`src/hw/rtl/hhbp_pkg.sv`:
```
// Shared types, constants and name tables for the HTTP header block parser.
`default_nettype none
package hhbp_pkg;

	localparam int unsigned LineLenW = 16;
	localparam int unsigned LineCntW = 17;

	localparam logic [LineLenW-1:0] LINE_LIMIT_RESET = 16'd16384;
	localparam logic [LineCntW-1:0] LINE_COUNT_MAX   = 17'h1FFFF;

	localparam logic [7:0] CH_CR    = 8'h0D;
	localparam logic [7:0] CH_LF    = 8'h0A;
	localparam logic [7:0] CH_SPACE = 8'h20;
	localparam logic [7:0] CH_COLON = 8'h3A;
	localparam logic [7:0] CH_ZERO  = 8'h30;

	localparam logic [3:0] CONN_NAME_LEN = 4'd10;
	localparam logic [3:0] CLEN_NAME_LEN = 4'd14;

	// Result status codes
	typedef enum logic [2:0] {
		ST_BUSY    = 3'd0,
		ST_DONE    = 3'd1,
		ST_BAD     = 3'd2,
		ST_CLOSED  = 3'd3,
		ST_IGNORED = 3'd4
	} status_t;

	// Position within a header line
	typedef enum logic [2:0] {
		PH_NAME,
		PH_NAME_CR,
		PH_SP1,
		PH_VAL,
		PH_VAL_CR,
		PH_SP2,
		PH_SP2_CR
	} phase_t;

	typedef struct packed {
		logic       cmd;
		logic [7:0] data_byte;
		logic       first;
	} in_item_t;

	typedef struct packed {
		logic [2:0] status;
		logic       conn_value_valid;
		logic [7:0] conn_value_byte;
		logic       conn_seen;
		logic       clen_seen;
	} out_item_t;

	// Lowercase letters of "connection"
	function automatic logic [7:0] conn_char(input logic [3:0] idx);
		logic [7:0] c;
		begin
			case (idx)
				4'd0: c = "c";
				4'd1: c = "o";
				4'd2: c = "n";
				4'd3: c = "n";
				4'd4: c = "e";
				4'd5: c = "c";
				4'd6: c = "t";
				4'd7: c = "i";
				4'd8: c = "o";
				4'd9: c = "n";
				default: c = 8'h00;
			endcase
			return c;
		end
	endfunction

	// Lowercase letters of "content-length"
	function automatic logic [7:0] clen_char(input logic [3:0] idx);
		logic [7:0] c;
		begin
			case (idx)
				4'd0:  c = "c";
				4'd1:  c = "o";
				4'd2:  c = "n";
				4'd3:  c = "t";
				4'd4:  c = "e";
				4'd5:  c = "n";
				4'd6:  c = "t";
				4'd7:  c = "-";
				4'd8:  c = "l";
				4'd9:  c = "e";
				4'd10: c = "n";
				4'd11: c = "g";
				4'd12: c = "t";
				4'd13: c = "h";
				default: c = 8'h00;
			endcase
			return c;
		end
	endfunction

endpackage
`default_nettype wire

```
`src/hw/rtl/http_header_block_parser.sv`:
```
// HTTP/1.1 header block parser: one byte per transaction, one result per byte.
// Each byte waits in the input register and its result in the output register, where
// a stalled result is held. Throughput: one transaction per cycle while the output
// accepts; the parser state updates as the input register drains into the output
// register, so back-to-back bytes see fresh state.
// Reset: arst_n clears all parser state and sets the line limit max_len_q to 16384.
`default_nettype none
module http_header_block_parser (
	input  wire                     clk,
	input  wire                     arst_n,
	input  wire                     in_valid,
	output logic                    in_ready,
	input  hhbp_pkg::in_item_t      in_data,
	output logic                    out_valid,
	input  wire                     out_ready,
	output hhbp_pkg::out_item_t     out_data,
	input  wire                     cfg_valid,
	output logic                    cfg_ready,
	input  wire [15:0]              cfg_data
);

	// Input stage
	logic               vld_s1;
	hhbp_pkg::in_item_t item_s1;
	logic               fire_s1;

	// Output register
	logic                out_vld_q;
	hhbp_pkg::out_item_t out_q;

	// Configuration
	logic [hhbp_pkg::LineLenW-1:0] max_len_q;

	// Parser state
	hhbp_pkg::phase_t              phase_q, n_phase;
	logic [hhbp_pkg::LineCntW-1:0] line_q, n_line;
	logic [3:0]                    npos_q, n_npos;
	logic                          mconn_q, n_mconn;
	logic                          mclen_q, n_mclen;
	logic                          cflag_q, n_cflag;
	logic                          lflag_q, n_lflag;
	logic [1:0]                    vlen_q, n_vlen;
	logic                          vzero_q, n_vzero;
	logic                          fin_q, n_fin;
	logic                          hold_v_q, n_hold_v;
	logic [7:0]                    hold_b_q, n_hold_b;

	hhbp_pkg::out_item_t res;

	assign cfg_ready = 1'b1;
	assign fire_s1   = vld_s1 && (!out_vld_q || out_ready);
	assign in_ready  = !vld_s1 || fire_s1;
	assign out_valid = out_vld_q;
	assign out_data  = out_q;

	// Hold the line limit register
	always_ff @(posedge clk or negedge arst_n) begin
		if (!arst_n) begin
			max_len_q <= hhbp_pkg::LINE_LIMIT_RESET;
		end else if (cfg_valid) begin
			max_len_q <= cfg_data;
		end
	end

	// Capture input transactions
	always_ff @(posedge clk or negedge arst_n) begin
		if (!arst_n) begin
			vld_s1 <= 1'b0;
		end else if (in_valid && in_ready) begin
			vld_s1 <= 1'b1;
		end else if (fire_s1) begin
			vld_s1 <= 1'b0;
		end
	end

	always_ff @(posedge clk) begin
		if (in_valid && in_ready) begin
			item_s1 <= in_data;
		end
	end

	// Compute next parser state and the result for the byte in the input stage
	always_comb begin
		hhbp_pkg::status_t st;
		logic       sv;
		logic [7:0] sb;
		logic       bad;
		logic       done;
		logic       do_name;
		logic       do_val;
		logic       do_end;
		logic       is_c;
		logic       is_l;
		logic [7:0] b;
		logic [7:0] lcb;

		n_phase  = phase_q;
		n_line   = line_q;
		n_npos   = npos_q;
		n_mconn  = mconn_q;
		n_mclen  = mclen_q;
		n_cflag  = cflag_q;
		n_lflag  = lflag_q;
		n_vlen   = vlen_q;
		n_vzero  = vzero_q;
		n_fin    = fin_q;
		n_hold_v = hold_v_q;
		n_hold_b = hold_b_q;
		st       = hhbp_pkg::ST_BUSY;
		sv       = 1'b0;
		sb       = 8'h00;
		bad      = 1'b0;
		done     = 1'b0;
		do_name  = 1'b0;
		do_val   = 1'b0;
		do_end   = 1'b0;
		is_c     = 1'b0;
		is_l     = 1'b0;
		b        = item_s1.data_byte;
		lcb      = ((b >= "A") && (b <= "Z")) ? (b + 8'd32) : b;

		// Start a new header block
		if (item_s1.first) begin
			n_phase  = hhbp_pkg::PH_NAME;
			n_line   = '0;
			n_npos   = '0;
			n_mconn  = 1'b1;
			n_mclen  = 1'b1;
			n_vlen   = '0;
			n_vzero  = 1'b0;
			n_cflag  = 1'b0;
			n_lflag  = 1'b0;
			n_fin    = 1'b0;
			n_hold_v = 1'b0;
			n_hold_b = 8'h00;
		end

		if (n_fin) begin
			st = hhbp_pkg::ST_IGNORED;
		end else begin
			// Release a trailing value byte
			if (n_hold_v) begin
				sv       = 1'b1;
				sb       = n_hold_b;
				n_hold_v = 1'b0;
			end
			if (item_s1.cmd) begin
				n_fin    = 1'b1;
				n_hold_v = 1'b0;
				st       = hhbp_pkg::ST_CLOSED;
			end else begin
				if (n_line != hhbp_pkg::LINE_COUNT_MAX) begin
					n_line = n_line + hhbp_pkg::LineCntW'(1);
				end
				if (n_line > {1'b0, max_len_q}) begin
					bad = 1'b1;
				end else begin
					unique case (n_phase)
						hhbp_pkg::PH_NAME: begin
							do_name = 1'b1;
						end
						hhbp_pkg::PH_NAME_CR: begin
							if (b == hhbp_pkg::CH_LF) begin
								if (n_line == 17'd2) begin
									done = 1'b1;
								end else begin
									bad = 1'b1;
								end
							end else begin
								n_phase = hhbp_pkg::PH_NAME;
								do_name = 1'b1;
							end
						end
						hhbp_pkg::PH_SP1: begin
							if (b != hhbp_pkg::CH_SPACE) begin
								n_phase = hhbp_pkg::PH_VAL;
								do_val  = 1'b1;
							end
						end
						hhbp_pkg::PH_VAL: begin
							do_val = 1'b1;
						end
						hhbp_pkg::PH_VAL_CR: begin
							if (b == hhbp_pkg::CH_LF) begin
								do_end = 1'b1;
							end else begin
								// The lone CR was a value byte after all
								if (n_vlen == 2'd0) begin
									n_vzero = 1'b0;
								end
								if (n_vlen != 2'd3) begin
									n_vlen = n_vlen + 2'd1;
								end
								if (n_mconn) begin
									if (!sv) begin
										sv = 1'b1;
										sb = hhbp_pkg::CH_CR;
									end else begin
										n_hold_v = 1'b1;
										n_hold_b = hhbp_pkg::CH_CR;
									end
								end
								n_phase = hhbp_pkg::PH_VAL;
								do_val  = 1'b1;
							end
						end
						hhbp_pkg::PH_SP2: begin
							if (b == hhbp_pkg::CH_CR) begin
								n_phase = hhbp_pkg::PH_SP2_CR;
							end else if (b != hhbp_pkg::CH_SPACE) begin
								bad = 1'b1;
							end
						end
						hhbp_pkg::PH_SP2_CR: begin
							if (b == hhbp_pkg::CH_LF) begin
								do_end = 1'b1;
							end else begin
								bad = 1'b1;
							end
						end
						default: begin
							bad = 1'b1;
						end
					endcase
				end

				// Header name byte
				if (do_name) begin
					if (b == hhbp_pkg::CH_COLON) begin
						is_c = n_mconn && (n_npos == hhbp_pkg::CONN_NAME_LEN);
						is_l = n_mclen && (n_npos == hhbp_pkg::CLEN_NAME_LEN);
						if (n_npos == 4'd0) begin
							bad = 1'b1;
						end else if ((is_c && n_cflag) || (is_l && n_lflag)) begin
							bad = 1'b1;
						end else begin
							n_mconn = is_c;
							n_mclen = is_l;
							n_phase = hhbp_pkg::PH_SP1;
						end
					end else if (b == hhbp_pkg::CH_SPACE) begin
						bad = 1'b1;
					end else begin
						if ((n_npos >= hhbp_pkg::CONN_NAME_LEN) ||
						    (lcb != hhbp_pkg::conn_char(n_npos))) begin
							n_mconn = 1'b0;
						end
						if ((n_npos >= hhbp_pkg::CLEN_NAME_LEN) ||
						    (lcb != hhbp_pkg::clen_char(n_npos))) begin
							n_mclen = 1'b0;
						end
						if (n_npos != 4'd15) begin
							n_npos = n_npos + 4'd1;
						end
						if (b == hhbp_pkg::CH_CR) begin
							n_phase = hhbp_pkg::PH_NAME_CR;
						end
					end
				end

				// Header value byte
				if (do_val) begin
					if (b == hhbp_pkg::CH_SPACE) begin
						n_phase = hhbp_pkg::PH_SP2;
					end else if (b == hhbp_pkg::CH_CR) begin
						n_phase = hhbp_pkg::PH_VAL_CR;
					end else begin
						if (n_vlen == 2'd0) begin
							n_vzero = (b == hhbp_pkg::CH_ZERO);
						end
						if (n_vlen != 2'd3) begin
							n_vlen = n_vlen + 2'd1;
						end
						if (n_mconn) begin
							if (!sv) begin
								sv = 1'b1;
								sb = b;
							end else begin
								n_hold_v = 1'b1;
								n_hold_b = b;
							end
						end
					end
				end

				// Close a header line and check the known headers
				if (do_end) begin
					if (n_mconn) begin
						if (n_vlen == 2'd0) begin
							bad = 1'b1;
						end else begin
							n_cflag = 1'b1;
						end
					end else if (n_mclen) begin
						if (!((n_vlen == 2'd1) && n_vzero)) begin
							bad = 1'b1;
						end else begin
							n_lflag = 1'b1;
						end
					end
					if (!bad) begin
						n_phase = hhbp_pkg::PH_NAME;
						n_line  = '0;
						n_npos  = '0;
						n_mconn = 1'b1;
						n_mclen = 1'b1;
						n_vlen  = '0;
						n_vzero = 1'b0;
					end
				end

				if (bad) begin
					n_fin    = 1'b1;
					n_hold_v = 1'b0;
					st       = hhbp_pkg::ST_BAD;
				end else if (done) begin
					n_fin = 1'b1;
					st    = hhbp_pkg::ST_DONE;
				end
			end
		end

		// Drop value output on any terminal result
		if (st != hhbp_pkg::ST_BUSY) begin
			sv = 1'b0;
			sb = 8'h00;
		end

		res.status           = st;
		res.conn_value_valid = sv;
		res.conn_value_byte  = sb;
		res.conn_seen        = n_cflag;
		res.clen_seen        = n_lflag;
	end

	// Advance parser state as each byte is processed
	always_ff @(posedge clk or negedge arst_n) begin
		if (!arst_n) begin
			phase_q  <= hhbp_pkg::PH_NAME;
			line_q   <= '0;
			npos_q   <= '0;
			mconn_q  <= 1'b1;
			mclen_q  <= 1'b1;
			cflag_q  <= 1'b0;
			lflag_q  <= 1'b0;
			vlen_q   <= '0;
			vzero_q  <= 1'b0;
			fin_q    <= 1'b0;
			hold_v_q <= 1'b0;
			hold_b_q <= 8'h00;
		end else if (fire_s1) begin
			phase_q  <= n_phase;
			line_q   <= n_line;
			npos_q   <= n_npos;
			mconn_q  <= n_mconn;
			mclen_q  <= n_mclen;
			cflag_q  <= n_cflag;
			lflag_q  <= n_lflag;
			vlen_q   <= n_vlen;
			vzero_q  <= n_vzero;
			fin_q    <= n_fin;
			hold_v_q <= n_hold_v;
			hold_b_q <= n_hold_b;
		end
	end

	// Hold the result until the output transaction completes
	always_ff @(posedge clk or negedge arst_n) begin
		if (!arst_n) begin
			out_vld_q <= 1'b0;
		end else if (fire_s1) begin
			out_vld_q <= 1'b1;
		end else if (out_ready) begin
			out_vld_q <= 1'b0;
		end
	end

	always_ff @(posedge clk) begin
		if (fire_s1) begin
			out_q <= res;
		end
	end

endmodule
`default_nettype wire

```
`config.mk`:
```
export PLATFORM = sky130hd
export DESIGN_NAME = http_header_block_parser
export DESIGN_NICKNAME = d
export VERILOG_FILES = /design/src/hw/rtl/hhbp_pkg.sv /design/src/hw/rtl/http_header_block_parser.sv
export SDC_FILE = /design/constraint.sdc
export NUM_CORES = 1
export LEC_CHECK = 0
export CAP_MARGIN = 20
export CORE_UTILIZATION = 30
export CTS_CLUSTER_DIAMETER = 120
export CTS_CLUSTER_SIZE = 14
export DETAILED_ROUTE_END_ITERATION = 8
export DONT_BUFFER_PORTS = 1
export PLACE_DENSITY = 0.51
export SYNTH_ARGS = -nofsm -noshare
export SYNTH_HDL_FRONTEND = slang
export SYNTH_SLANG_ARGS = --single-unit
```
`constraint.sdc`:
```
create_clock -name clk -period 13.57 [get_ports clk]
set_input_delay 2.0355 -clock clk [delete_from_list [all_inputs] [get_ports clk]]
set_output_delay 2.0355 -clock clk [all_outputs]
set_load 0.02 [all_outputs]
```
# Yosys cells after proc, flatten, opt, wreduce, memory -nomap -nowiden

Memory sizes are Yosys's and may differ from the RTL's.
Index checks and enable logic that the tools add are counted.

Bits in writable memories: 0
Latch bits: 0
Register bits after elaboration: 83
Bits of input ports: 31
Memory bits (read-only): 224
Output and inout port bits: 17
Memories kept: 2

Magnitude comparators: 5
Bitwise gates (word level): 0
Reductions and logical operators: 26
Equality and inequality tests: 22
Shifts and indexed selects: 0
Mux-type cells: 225
Add/subtract/negate cells: 5
Multipliers: 0
Div/mod/pow operators: 0

Memory list:

| name            | words | bits a word | rd ports | clocked after Yosys merged registers in | wr ports | RTL line       | RTL |
|---|---|---|---|---|---|---|---|
| (no name shown) | 16    | 7           | 1        | 0                                       | 0        | hhbp_pkg.sv:58 | `case (idx)` |
| (no name shown) | 16    | 7           | 1        | 0                                       | 0        | hhbp_pkg.sv:79 | `case (idx)` |

Operators with widths:

| kind                  | count |
|---|---|
| $mux 8                | 36 |
| $mux 17               | 8 |
| $mux 1                | 129 |
| $mux 3                | 20 |
| $mux 2                | 19 |
| $mux 4                | 9 |
| $eq 8x6->1 const B    | 3 |
| $add 17x1->17 const B | 1 |
| $eq 17x2->1 const B   | 1 |
| $gt 17x16->1          | 1 |
| $ne 17x17->1 const B  | 1 |
| $eq 8x4->1 const B    | 2 |
| $ne 8x8->1            | 2 |
| $pmux 3 s4            | 1 |
| $eq 3x3->1 const B    | 3 |
| $add 8x6->8 const B   | 1 |
| $eq 4x4->1 const B    | 2 |
| $ge 4x4->1 const B    | 2 |
| $ge 8x7->1 const B    | 1 |
| $le 8x7->1 const B    | 1 |
| $logic_and 1x1->1     | 8 |
| $ne 8x6->1 const B    | 1 |
| $eq 3x2->1 const B    | 2 |
| $logic_not 2->1       | 3 |
| 17 further kinds      | 26 |

# Logic depth before layout (Yosys ltp)

Gate-level depths: netlist (run 1).

Word-level depth: 33
Depth in mapped cells: 28
Depth with buffers taken out: 20

# Worst setup path before layout (run 1)

OpenSTA, ideal clock, no wires.

Path type: flip-flop to flip-flop
Start: reg item_s1[0] (netlist bit)
End: reg out_q (netlist bit out_data[2]) (data pin)
Slack: 7228 ps
Data required time: 13304 ps
Stages on the path, launching flop included: 26
Arrival: 6076 ps
Clock period less this slack: 6342 ps
Path through: edfxtp_1 clkbuf_1 clkbuf_1 buf_2 buf_2 buf_1 clkbuf_1 nor2b_1 ha_1 nand4_2 nor4_4 a311o_1 nor4_2 nand3_1 xnor2_1 ha_1 nand2_1 or3_1 nor4_4 o211ai_2 nor2_2 a32oi_1 nor2b_1 a21o_1 o211ai_2 nor2_1

Cells in the longest elaborated chain, start to end: 32

Ends and longest elaborated chain:

| what                                          | RTL line                                                         | RTL |
|---|---|---|
| start, declared                               | http_header_block_parser.sv:24                                   | `hhbp_pkg::in_item_t item_s1;` |
| start signal, assigned                        | http_header_block_parser.sv:78                                   | `item_s1 <= in_data;` |
| $mux 17                                       | http_header_block_parser.sv:123                                  | `if (item_s1.first) begin` |
| $add 17x1->17 or $ne 17x17->1 (tied branches) | http_header_block_parser.sv:153, http_header_block_parser.sv:152 |  |
| $mux 17                                       | http_header_block_parser.sv:152                                  | `if (n_line != hhbp_pkg::LINE_COUNT_MAX) begin` |
| $mux 17                                       | http_header_block_parser.sv:147                                  | `if (item_s1.cmd) begin` |
| $mux 17                                       | http_header_block_parser.sv:138                                  | `if (n_fin) begin` |
| $gt 17x16->1                                  | http_header_block_parser.sv:155                                  | `if (n_line > {1'b0, max_len_q}) begin` |
| $mux 2                                        | http_header_block_parser.sv:155                                  |  |
| $mux 2                                        | http_header_block_parser.sv:147                                  |  |
| [... 16 more ...]                             | -                                                                |  |
| $mux 1                                        | http_header_block_parser.sv:287                                  | `if (do_end) begin` |
| $mux 1                                        | http_header_block_parser.sv:147                                  |  |
| $mux 1                                        | http_header_block_parser.sv:138                                  |  |
| $mux 2                                        | http_header_block_parser.sv:312                                  | `if (bad) begin` |
| $mux 2                                        | http_header_block_parser.sv:147                                  |  |
| $mux 3                                        | http_header_block_parser.sv:138                                  |  |
| $reduce_bool 3->1                             | http_header_block_parser.sv:324                                  | `if (st != hhbp_pkg::ST_BUSY) begin` |
| $reduce_or 2->1 (no line)                     | -                                                                |  |
| end signal, assigned                          | http_header_block_parser.sv:380                                  | `out_q <= res;` |
| end, declared                                 | http_header_block_parser.sv:29                                   | `hhbp_pkg::out_item_t out_q;` |

Parallel ways exist; a longest one is shown, timed or not. The select of a mux whose other input is x is not followed.
A chain may end at the register's enable or synchronous reset.

# Worst setup path after layout (run 1)

Start: reg item_s1[0] (netlist bit)
End: reg out_q (netlist bit out_data[6]) (data pin)

The elaborated chain is that of the path after synthesis.

==> results of run 1 <==
final timing paths:
path	start	end	cells past startpoint	slack (ns)
hold reg to reg	mconn_q	mconn_q	2	0.50
max in group asynchronous	arst_n	max_len_q[14]	0	12.01
hold / removal	mconn_q	mconn_q	2	0.50
setup reg to reg	item_s1[0]	out_data[6]	19	7.53
min in group asynchronous	arst_n	max_len_q[4]	0	1.37
setup / recovery	item_s1[0]	out_data[6]	19	7.53
per-stage QoR:
stage	instances	total power (W)	setup WS [ns]	util, %
2_1_floorplan	658	0.000396	7.23	-
3_3_place_gp	884	0.000426	7.83	32.0
3_5_place_dp	884	0.000428	7.58	32.0
4_1_cts	900	0.000664	7.56	33.5
5_1_grt	900	0.000690	7.04	33.5
6_report	900	0.000659	7.53	33.5
cell families after synthesis:
kind of cell,after synthesis
other,1
buffers and inverters,71
muxes,15
DFF,83
and+or+nand+nor,246
xor gates and xnor gates,21
AOI/OAI and AO/OA,196
adders and majority gates,25
final cells by class:
cell class	count	area, um2
Clock inverter	6	42.5
Tap cell	260	325
Timing Repair Buffer	2	15.0
Fill cell	1916	12600
Multi-Input combinational cell	504	3400
Sequential cell	83	2200
Inverter	35	131
Clock buffer	10	229
flip-flops by register name, indices dropped and copies added, names as in the netlist, 2 cells and up:
name,count
item_s1,10
line_q,17
phase_q,3
out_data,14
npos_q,4
vlen_q,2
max_len_q,16
hold_b_q,8
cell usage in the layout (no fill, tap or decap), types with 3 or more instances in the layout:
cell type / count
inv_1: 32
xnor2_1: 15
dfstp_2: 3
nor2_1: 50
nand2_1: 66
mux2_2: 3
nor4_4: 3
nor4_1: 5
o22ai_1: 7
mux2i_1: 12
nor3_1: 16
nand4_1: 7
xor2_1: 6
nand3_1: 20
nand2b_1: 6
edfxtp_1: 24
or3_1: 6
nor4_2: 3
nand4b_1: 6
o211ai_1: 5
clkinv_4: 3
o21ai_2: 3
a221oi_1: 6
o21ai_0: 45
a311oi_1: 3
o31ai_1: 5
or2_2: 5
a31oi_1: 10
or4_1: 4
a21oi_1: 34
a22o_1: 22
nor2b_1: 15
ha_1: 25
clkbuf_16: 9
a22oi_1: 11
o21a_1: 4
and3_1: 6
dfrtp_1: 56
routing by layer:
metal  global-route usage, %  routed length, um  up-vias
met5                       0                  0        -
met4                    7.58                431        0
met3                    3.23               1070       32
met2                    26.9               7640      173
met1                    23.8               7990     2486
li1                        -                  -     2400
worst max-delay path, stage by stage, from the launching register on:
cell      delay, ns
edfxtp_1       0.67
nor2b_1        0.13
ha_1           0.27
nand4_2        0.13
nor4_4         0.09
a311o_1        0.45
nor4_2         0.59
nand3_1        0.18
xnor2_1        0.18
ha_1           0.30
nand2_1        0.04
or3_1          0.38
nor4_4         0.46
o211ai_2       0.19
or2_0          0.48
o21ai_0        0.29
mux2i_1        0.16
a21o_1         0.27
o211ai_2       0.40
nor2_1         0.11
cells in the mapped netlist (4+ instances only):
library cell,count
nand2_1,66
edfxtp_1,24
o22ai_1,7
a31oi_1,10
mux2i_1,12
a22o_1,22
buf_2,7
a221oi_1,6
o31ai_1,5
or4_1,4
nor2b_1,15
nand4_1,7
buf_4,5
or3_1,6
nor2_1,50
and3_1,6
xor2_1,6
o21ai_0,45
ha_1,25
nand2b_1,6
nor3_1,16
clkbuf_1,23
nand4b_1,6
xnor2_1,15
o211ai_1,5
dfrtp_1,56
a22oi_1,11
or2_2,5
nand3_1,20
inv_1,32
a21oi_1,34
nor4_1,5
o21a_1,4
power breakdown:
| part | switching (W) | internal [W] |
|---|---|---|
| clock | 0.000110 | 0.000124 |
| combinational | 0.0000683 | 0.0000423 |
| sequential | 0.0000326 | 0.000281 |
| total | 0.000211 | 0.000448 |
==> results.json, run 1 <==
{
  "diodes": 0,
  "synth_edf_count": 24,
  "muxShareOfSynthArea_pct": 2.61,
  "synth_top_area_share_pct": 23.8,
  "post_cts_buffers": 0,
  "maxCapViolCount": 0,
  "syn_nets": 714,
  "wire_per_inst_um": 19.0,
  "core_area_mm2": 0.0190,
  "synth_area_mm2": 0.00590,
  "timing.setup.tns_ns": 0,
  "final_antenna_net_count": 0,
  "synthAdderAreaFrac_pct": 5.31,
  "drt-total-wl_um": 17100,
  "avgViaCountPerCell": 5.66,
  "synth-compound-area-share_pct": 23.5,
  "yosysSeqAreaShare_pct": 37.3,
  "synthSimpleGateAreaFrac_pct": 23.1,
  "layout-drive-gt1-share_pct": 9.38,
  "cts_resized": 0,
  "cts.sinks": 83,
  "clockBufferDepth": 2,
  "vias": 5091,
  "drcViolationCount": 0,
  "skew_ns": 0.00647,
  "ir_drop_mv": 0.0393,
  "synth_area_leaders": "dfrtp_1 24%, edfxtp_1 12%, ha_1 5.3%",
  "worstPathRequired_ns": 13.66,
  "fmax_mhz": 166,
  "grt_usage_pct": 17.5,
  "gp_congestion": 0.885,
  "relSlewSlack_pct": 40.6,
  "p_leak_nw": 2.41,
  "portBuffers": 0,
  "syn2layout_area_growth_pct": 7.62,
  "finalSetupViolCount": 0,
  "startpoint_type": "flop",
  "place_area_mm2": 0.00607,
  "ioPinCount": 48,
  "crit_path_end_kind": "flop",
  "ys.flop_type": "dfrtp_1",
  "ys.warnings.count": 0,
  "hold_violations": 0,
  "synth_top_family_by_area": "compound AO/OA/AOI/OAI gates",
  "synthCells": 658,
  "outcome": "completed",
  "cts_tree": "done",
  "cts_inserted_buffers": 9,
  "cts_hold_buf": 0,
  "cp_max_fo": 16,
  "ys_seq_elements": 83,
  "grt_pass1_vias": 4888,
  "nNetsFinal": 691,
  "p_per_area_mw_per_mm2": 104,
  "fp.dieW_um": 142,
  "clk_pin_slew_ns": 0.07,
  "drt_pass1_iterations": 5,
  "dieHeight_um": 142,
  "drv_slew": 0,
  "grt_max_degree": 60,
  "fin_crit_ns": 6.04,
  "async_flop_share_pct": 71.1,
  "rows": 50,
  "tightestPinTransition_ns": 0.888,
  "yosys.area.top_type": "dfrtp_1",
  "syn_area_per_cell_um2": 8.96,
  "synth_xor_area_share_pct": 3.12,
  "drt-initial-drc-count": 474,
  "start_util_pct": 31.1,
  "synth_cell_types": 92,
  "antenna_found_initial": 0,
  "cts_root_buf": "clkbuf_16",
  "rsz0062_at_grt": "no",
  "period_share_pct": 44.5,
  "whs_ns": 0.500,
  "hpwl_um": 12200,
  "insertion_delay_ns": 0.35,
  "grt_pass1_wl_um": 26900,
  "min_path_type": "flop to flop",
  "htree_levels": 3,
  "critPathKind": "flop to flop",
  "fin_area_mm2": 0.00634,
  "die_area_mm2": 0.0202,
  "crit_arrival_ns": 6.12,
  "grt_overflow": 0
}
Note: power is estimated with default switching activity, not from simulation.
==> inputs of run 2 (changes only) <==
--- a/config.mk
+++ b/config.mk
@@ -5,13 +5,14 @@
 export SDC_FILE = /design/constraint.sdc
 export NUM_CORES = 1
 export LEC_CHECK = 0
+export ABC_AREA = 1
 export CAP_MARGIN = 20
 export CORE_UTILIZATION = 30
 export CTS_CLUSTER_DIAMETER = 120
 export CTS_CLUSTER_SIZE = 14
 export DETAILED_ROUTE_END_ITERATION = 8
 export DONT_BUFFER_PORTS = 1
-export PLACE_DENSITY = 0.51
+export PLACE_DENSITY = 0.52
 export SYNTH_ARGS = -nofsm -noshare
 export SYNTH_HDL_FRONTEND = slang
 export SYNTH_SLANG_ARGS = --single-unit
==> constraint.sdc (replaced) <==
create_clock -name clk -period 5.2 [get_ports clk]
set_input_delay 0.78 -clock clk [delete_from_list [all_inputs] [get_ports clk]]
set_output_delay 0.78 -clock clk [all_outputs]
set_load 0.02 [all_outputs]
==> results.json, run 2 <==
{
  "outcome": "completed",
  "r2r-end": "line_q[10]",
  "dpl.cell_count": 1127,
  "clockBufferDepth": 2,
  "htree_levels": 3,
  "tightestPinTransition_ns": 0.923,
  "timing.setup.tns_ns": 0,
  "insertion_delay_ns": 0.36,
  "grt_pass1_vias": 5576,
  "ioPinCount": 48,
  "synth_cell_types": 55,
  "gp_congestion": 0.913,
  "nNetsFinal": 924,
  "maxCapViolCount": 0,
  "syn_nets": 933,
  "drt-initial-drc-count": 466,
  "fin_crit_ns": 4.65,
  "startpoint_type": "flop",
  "place_area_mm2": 0.00650,
  "grt_overflow": 0,
  "cts_hold_buf": 0,
  "antenna_found_initial": 0,
  "worstPathRequired_ns": 5.47,
  "dieHeight_um": 146,
  "layout-drive-gt1-share_pct": 10.1,
  "drcViolationCount": 0,
  "avgViaCountPerCell": 5.04,
  "wire_per_inst_um": 15.4,
  "core_area_mm2": 0.0203,
  "crit_path_end_kind": "flop",
  "rrSetupSlack_ns": 0.55,
  "portBuffers": 0,
  "min_path_type": "primary input to async pin",
  "async_flop_share_pct": 71.1,
  "slowest_stage": "edfxtp_1",
  "rr_startpoint": "item_s1[0]",
  "vias": 5765,
  "diodes": 0,
  "start_util_pct": 30.7,
  "hpwl_um": 13100,
  "p_leak_nw": 3.06,
  "clk_pin_slew_ns": 0.07,
  "relSlewSlack_pct": 37.9,
  "timing.critical_path.mode_cell": "nand2_1",
  "cts_inserted_buffers": 9,
  "drt_pass1_iterations": 5,
  "syn2layout_area_growth_pct": 9.51,
  "largest_register_ffs": 17,
  "ir_drop_mv": 0.175,
  "layout_commonest_cell": "nand2_1",
  "cts.sinks": 83,
  "critPathMaxStageDelay_ns": 0.48,
  "synthTopCellsByCount": "191 x nand2_1, 109 x inv_1, 97 x nor2_1, 69 x a21oi_1",
  "final_antenna_net_count": 0,
  "crit_arrival_ns": 4.92,
  "layout.cells.non_filler": 1143,
  "cp_max_fo": 17,
  "fmax_mhz": 215,
  "cts_tree": "done",
  "yosysSeqAreaShare_pct": 35.3,
  "synth_top_area_share_pct": 22.5,
  "yosysMostFrequentCell": "nand2_1",
  "final_cell_mix": "191 x nand2_1, 109 x inv_1, 96 x nor2_1",
  "die_area_mm2": 0.0214,
  "whs_ns": 0.112,
  "synthCells": 877,
  "skew_ns": 0.0108,
  "drv_slew": 0,
  "rows": 52,
  "crit_buf_inv": 4,
  "fp.dieW_um": 146,
  "ys_seq_elements": 83,
  "fin_area_mm2": 0.00683,
  "p_per_area_mw_per_mm2": 420,
  "r2r_cells": 26,
  "synth_area_leaders": "dfrtp_1 22%, edfxtp_1 12%, nand2_1 11%",
  "ys.warnings.count": 0,
  "synth_area_mm2": 0.00623,
  "critPathKind": "flop to flop",
  "finalSetupViolCount": 0,
  "hold_violations": 0,
  "cp_top_family": "simple AND/OR/NAND/NOR gates",
  "grt_usage_pct": 17.1,
  "regMostFlops": "line_q",
  "cts_root_buf": "clkbuf_16",
  "grt_pass1_wl_um": 28900,
  "ys.flop_type": "dfrtp_1",
  "drt-total-wl_um": 17600,
  "syn_area_per_cell_um2": 7.11,
  "period_share_pct": 89.4,
  "fin_util_pct": 33.6,
  "rsz0062_at_grt": "no",
  "synth_edf_count": 24,
  "grt_max_degree": 60,
  "yosys.area.top_type": "dfrtp_1"
}
==> run 2: changes by cell type after synthesis, sizes merged, moves of 10 or more <==
cell   delta
a21oi    +37
xor2     +10
nor2b    -15
mux2i    -11
nor2     +61
o21ai    +12
nand2   +138
a22o     -22
nand3    +39
inv      +82
xnor2    -11
==> run 2: worst reg2reg max path: stages, from the launching register on <==
cell and delay (ns):
edfxtp_1 0.48, inv_6 0.08, buf_4 0.25, nand2_1 0.17, inv_1 0.10, nand2_1 0.10
nor2_1 0.14, nand2_1 0.12, nor4_2 0.21, xnor2_1 0.15, nand2_1 0.12, ha_1 0.41
nand4_1 0.15, nor4_2 0.33, nand2_1 0.16, nand2_4 0.17, nand3_1 0.09, o21ai_0 0.19
nand2_1 0.10, nand3_1 0.14, nand2_1 0.06, nand2_1 0.09, nand2_2 0.08, nand2_4 0.18
buf_4 0.25, nand3_1 0.10, a21oi_1 0.14
==> run 2: layer usage <==
layer	global-route usage (%)	up-vias	share of wire, %
met1	22.5	2733	47
li1	-	2881	-
met5	0	-	0
met3	2.88	30	3.5
met4	6.20	0	2.1
met2	28.2	121	48
==> run 2: kinds of logic after synthesis <==
family                     share of synthesized area, %
and+or+nand+nor                                    30.7
AOI/OAI and AO/OA                                  16.0
buffers and inverters                              9.79
DFF                                                35.3
adders and majority gates                          5.02
xor gates and xnor gates                           2.81
muxes                                             0.341
other                                            0.0601
==> run 2: timing repair <==
item | CTS | global route
setup buffers | 0 | 0
gates resized for setup | 0 | 4
endpoints found under the hold margin | 0 | 0
endpoints found under the setup margin | 0 | 25
==> run 2: worst max-delay path by stage <==
stage               depth (start not counted)  slack (ns)       start           to
floorplan                                  35        0.99  item_s1[0]  out_data[8]
global placement                           28        0.46  item_s1[0]  out_data[8]
detailed placement                         26        0.42  item_s1[0]   line_q[14]
CTS                                        26        0.38  item_s1[0]    line_q[5]
global route                               35        0.01  item_s1[0]   line_q[14]
finish                                     26        0.55  item_s1[0]   line_q[10]
==> run 2: power by group <==
| part | leakage, nW | switching, W | internal [W] |
|---|---|---|---|
| clock network | 0.148 | 0.000283 | 0.000383 |
| logic | 1.96 | 0.000825 | 0.000408 |
| registers | 0.953 | 0.000137 | 0.000833 |
==> run 2: metrics by stage <==
step | power [W] | setup WS [ns]
floorplan | 0.00191 | 0.992
global route | 0.00309 | 0.0148
detailed placement | 0.00220 | 0.424
CTS | 0.00288 | 0.383
finish | 0.00287 | 0.550
global placement | 0.00221 | 0.459
==> run 2: layout make-up <==
type                            count  area (um2)
Clock buffer                       13         282
Inverter                          119         452
Clock inverter                      3        25.0
Tap cell                          270         338
Fill cell                        2264       13500
Sequential cell                    83        2200
Timing Repair Buffer               11        82.6
Multi-Input combinational cell    644        3450
==> inputs of run 3 (changes only) <==
--- a/config.mk
+++ b/config.mk
@@ -7,12 +7,12 @@
 export LEC_CHECK = 0
 export ABC_AREA = 1
 export CAP_MARGIN = 20
-export CORE_UTILIZATION = 30
+export CORE_UTILIZATION = 50
 export CTS_CLUSTER_DIAMETER = 120
-export CTS_CLUSTER_SIZE = 14
 export DETAILED_ROUTE_END_ITERATION = 8
 export DONT_BUFFER_PORTS = 1
-export PLACE_DENSITY = 0.52
+export PLACE_DENSITY = 0.75
+export REMOVE_ABC_BUFFERS = 1
 export SYNTH_ARGS = -nofsm -noshare
 export SYNTH_HDL_FRONTEND = slang
 export SYNTH_SLANG_ARGS = --single-unit
==> results.json, run 3 (synthesis results as in run 2) <==
{
  "hpwl_um": 11700,
  "cts_inserted_buffers": 9,
  "ioPinCount": 48,
  "clk_pin_slew_ns": 0.06,
  "crit_buf_inv": 4,
  "slowest_stage": "edfxtp_1",
  "antenna_found_initial": 0,
  "fin_crit_ns": 4.76,
  "insertion_delay_ns": 0.36,
  "relSlewSlack_pct": 50.4,
  "grt_overflow": 0,
  "maxCapViolCount": 0,
  "grt_pass1_vias": 5206,
  "avgViaCountPerCell": 5.59,
  "min_path_type": "primary input to async pin",
  "clockBufferDepth": 2,
  "seq_area_mm2": 0.00220,
  "vias": 5810,
  "cp_max_fo": 17,
  "die_area_mm2": 0.0129,
  "drt_pass1_iterations": 5,
  "htree_levels": 3,
  "post_cts_buffers": 0,
  "finalSetupViolCount": 0,
  "dieHeight_um": 114,
  "fmax_mhz": 210,
  "worstPathRequired_ns": 5.47,
  "wire_per_inst_um": 15.8,
  "diodes": 0,
  "grt_pass1_wl_um": 26700,
  "drt-total-wl_um": 16400,
  "timing.setup.tns_ns": 0,
  "cts.sinks": 83,
  "period_share_pct": 91.6,
  "core_area_mm2": 0.0121,
  "nNetsFinal": 922,
  "nFillCells": 1142,
  "hold_violations": 0,
  "drv_slew": 0,
  "crit_path_end_kind": "flop",
  "tightestPinTransition_ns": 0.738,
  "startpoint_type": "flop",
  "timing.critical_path.mode_cell": "nand2_1",
  "layout-drive-gt1-share_pct": 9.87,
  "critPathKind": "flop to flop",
  "multi_input_area_mm2": 0.00344,
  "start_util_pct": 51.7,
  "cts_hold_buf": 0,
  "cts_root_buf": "clkbuf_16",
  "ir_drop_mv": 0.208,
  "regMostFlops": "line_q",
  "fp.dieW_um": 114,
  "crit_arrival_ns": 5.04,
  "p_per_area_mw_per_mm2": 436,
  "skew_ns": 0.0149,
  "critPathMaxStageDelay_ns": 0.48,
  "gp_congestion": 0.955,
  "final_antenna_net_count": 0,
  "drcViolationCount": 0,
  "grt_max_degree": 60,
  "p_leak_nw": 3.07,
  "layout_commonest_cell": "nand2_1",
  "grt_usage_pct": 26.6,
  "final_cell_mix": "191 x nand2_1, 109 x inv_1, 95 x nor2_1",
  "outcome": "completed",
  "syn2layout_area_growth_pct": 7.89,
  "drt-initial-drc-count": 582,
  "finalPower_w": 0.00293,
  "portBuffers": 0,
  "cts_tree": "done",
  "rows": 40,
  "largest_register_ffs": 17,
  "cp_top_family": "simple AND/OR/NAND/NOR gates"
}
## run 3: metal layers
layer  vias up  global-route usage (%)  wire (um)
met3        22                    5.05       1350
met1      2672                    39.4       7760
li1       2869                       -          -
met5         -                       0          0
met4         0                    9.82        326
met2       247                    38.3       6950
## run 3: final timing paths
kind	startpoint	to	slack (ns)	depth (start not counted)
max in group asynchronous	arst_n	max_len_q[14]	4.88	0
min in group clk	hold_b_q[5]	hold_b_q[5]	0.49	2
hold reg to reg	hold_b_q[5]	hold_b_q[5]	0.49	2
hold / removal	arst_n	hold_b_q[7]	0.11	0
setup reg to reg	item_s1[0]	line_q[15]	0.44	26
setup / recovery	item_s1[0]	line_q[15]	0.44	26
## run 3: area by class of cell
cell class	count	area share, %
Clock buffer	11	3.61
Clock inverter	5	1.26
Timing Repair Buffer	9	1.36
Sequential cell	83	32.7
Tap cell	168	3.13
Multi-Input combinational cell	644	51.2
Inverter	119	6.72
## run 3: per-stage QoR
stage / cells / hold WS, ns / utilization, % / instance area [um2] / setup WS (ns)
final: 1039 / 0.113 / 55.8 / 6730 / 0.439
after global routing: 1039 / 0.104 / 55.8 / 6730 / -0.000300
after CTS: 1039 / 0.104 / 55.6 / 6700 / 0.388
after detailed placement: 1023 / 0.469 / 52.9 / 6380 / 0.453
after global placement: 1022 / 0.467 / 52.6 / 6350 / 0.528
after floorplan: 846 / 0.449 / - / 6080 / 0.651
## run 3: worst reg2reg max path: cells and delay by family (launching register included)
kind | cells | cell delay (ns)
AND/OR/NAND/NOR | 19 | 2.75
buffers and inverters | 4 | 0.70
flip-flops | 1 | 0.48
adder cells (fa/ha/maj) | 1 | 0.41
AO/OA/AOI/OAI | 1 | 0.17
XOR/XNOR | 1 | 0.16
## run 3: power breakdown
group | internal [W] | switching [W] | total, W | leakage (nW)
registers | 0.000833 | 0.000145 | 0.000978 | 0.953
clock network | 0.000437 | 0.000283 | 0.000720 | 0.156
logic | 0.000412 | 0.000821 | 0.00123 | 1.96
total | 0.00168 | 0.00125 | 0.00293 | 3.07
## run 3: timing repair
item,in CTS,in global routing
gates resized for setup,0,5
hold endpoints to repair,0,0
setup endpoints to repair,0,27
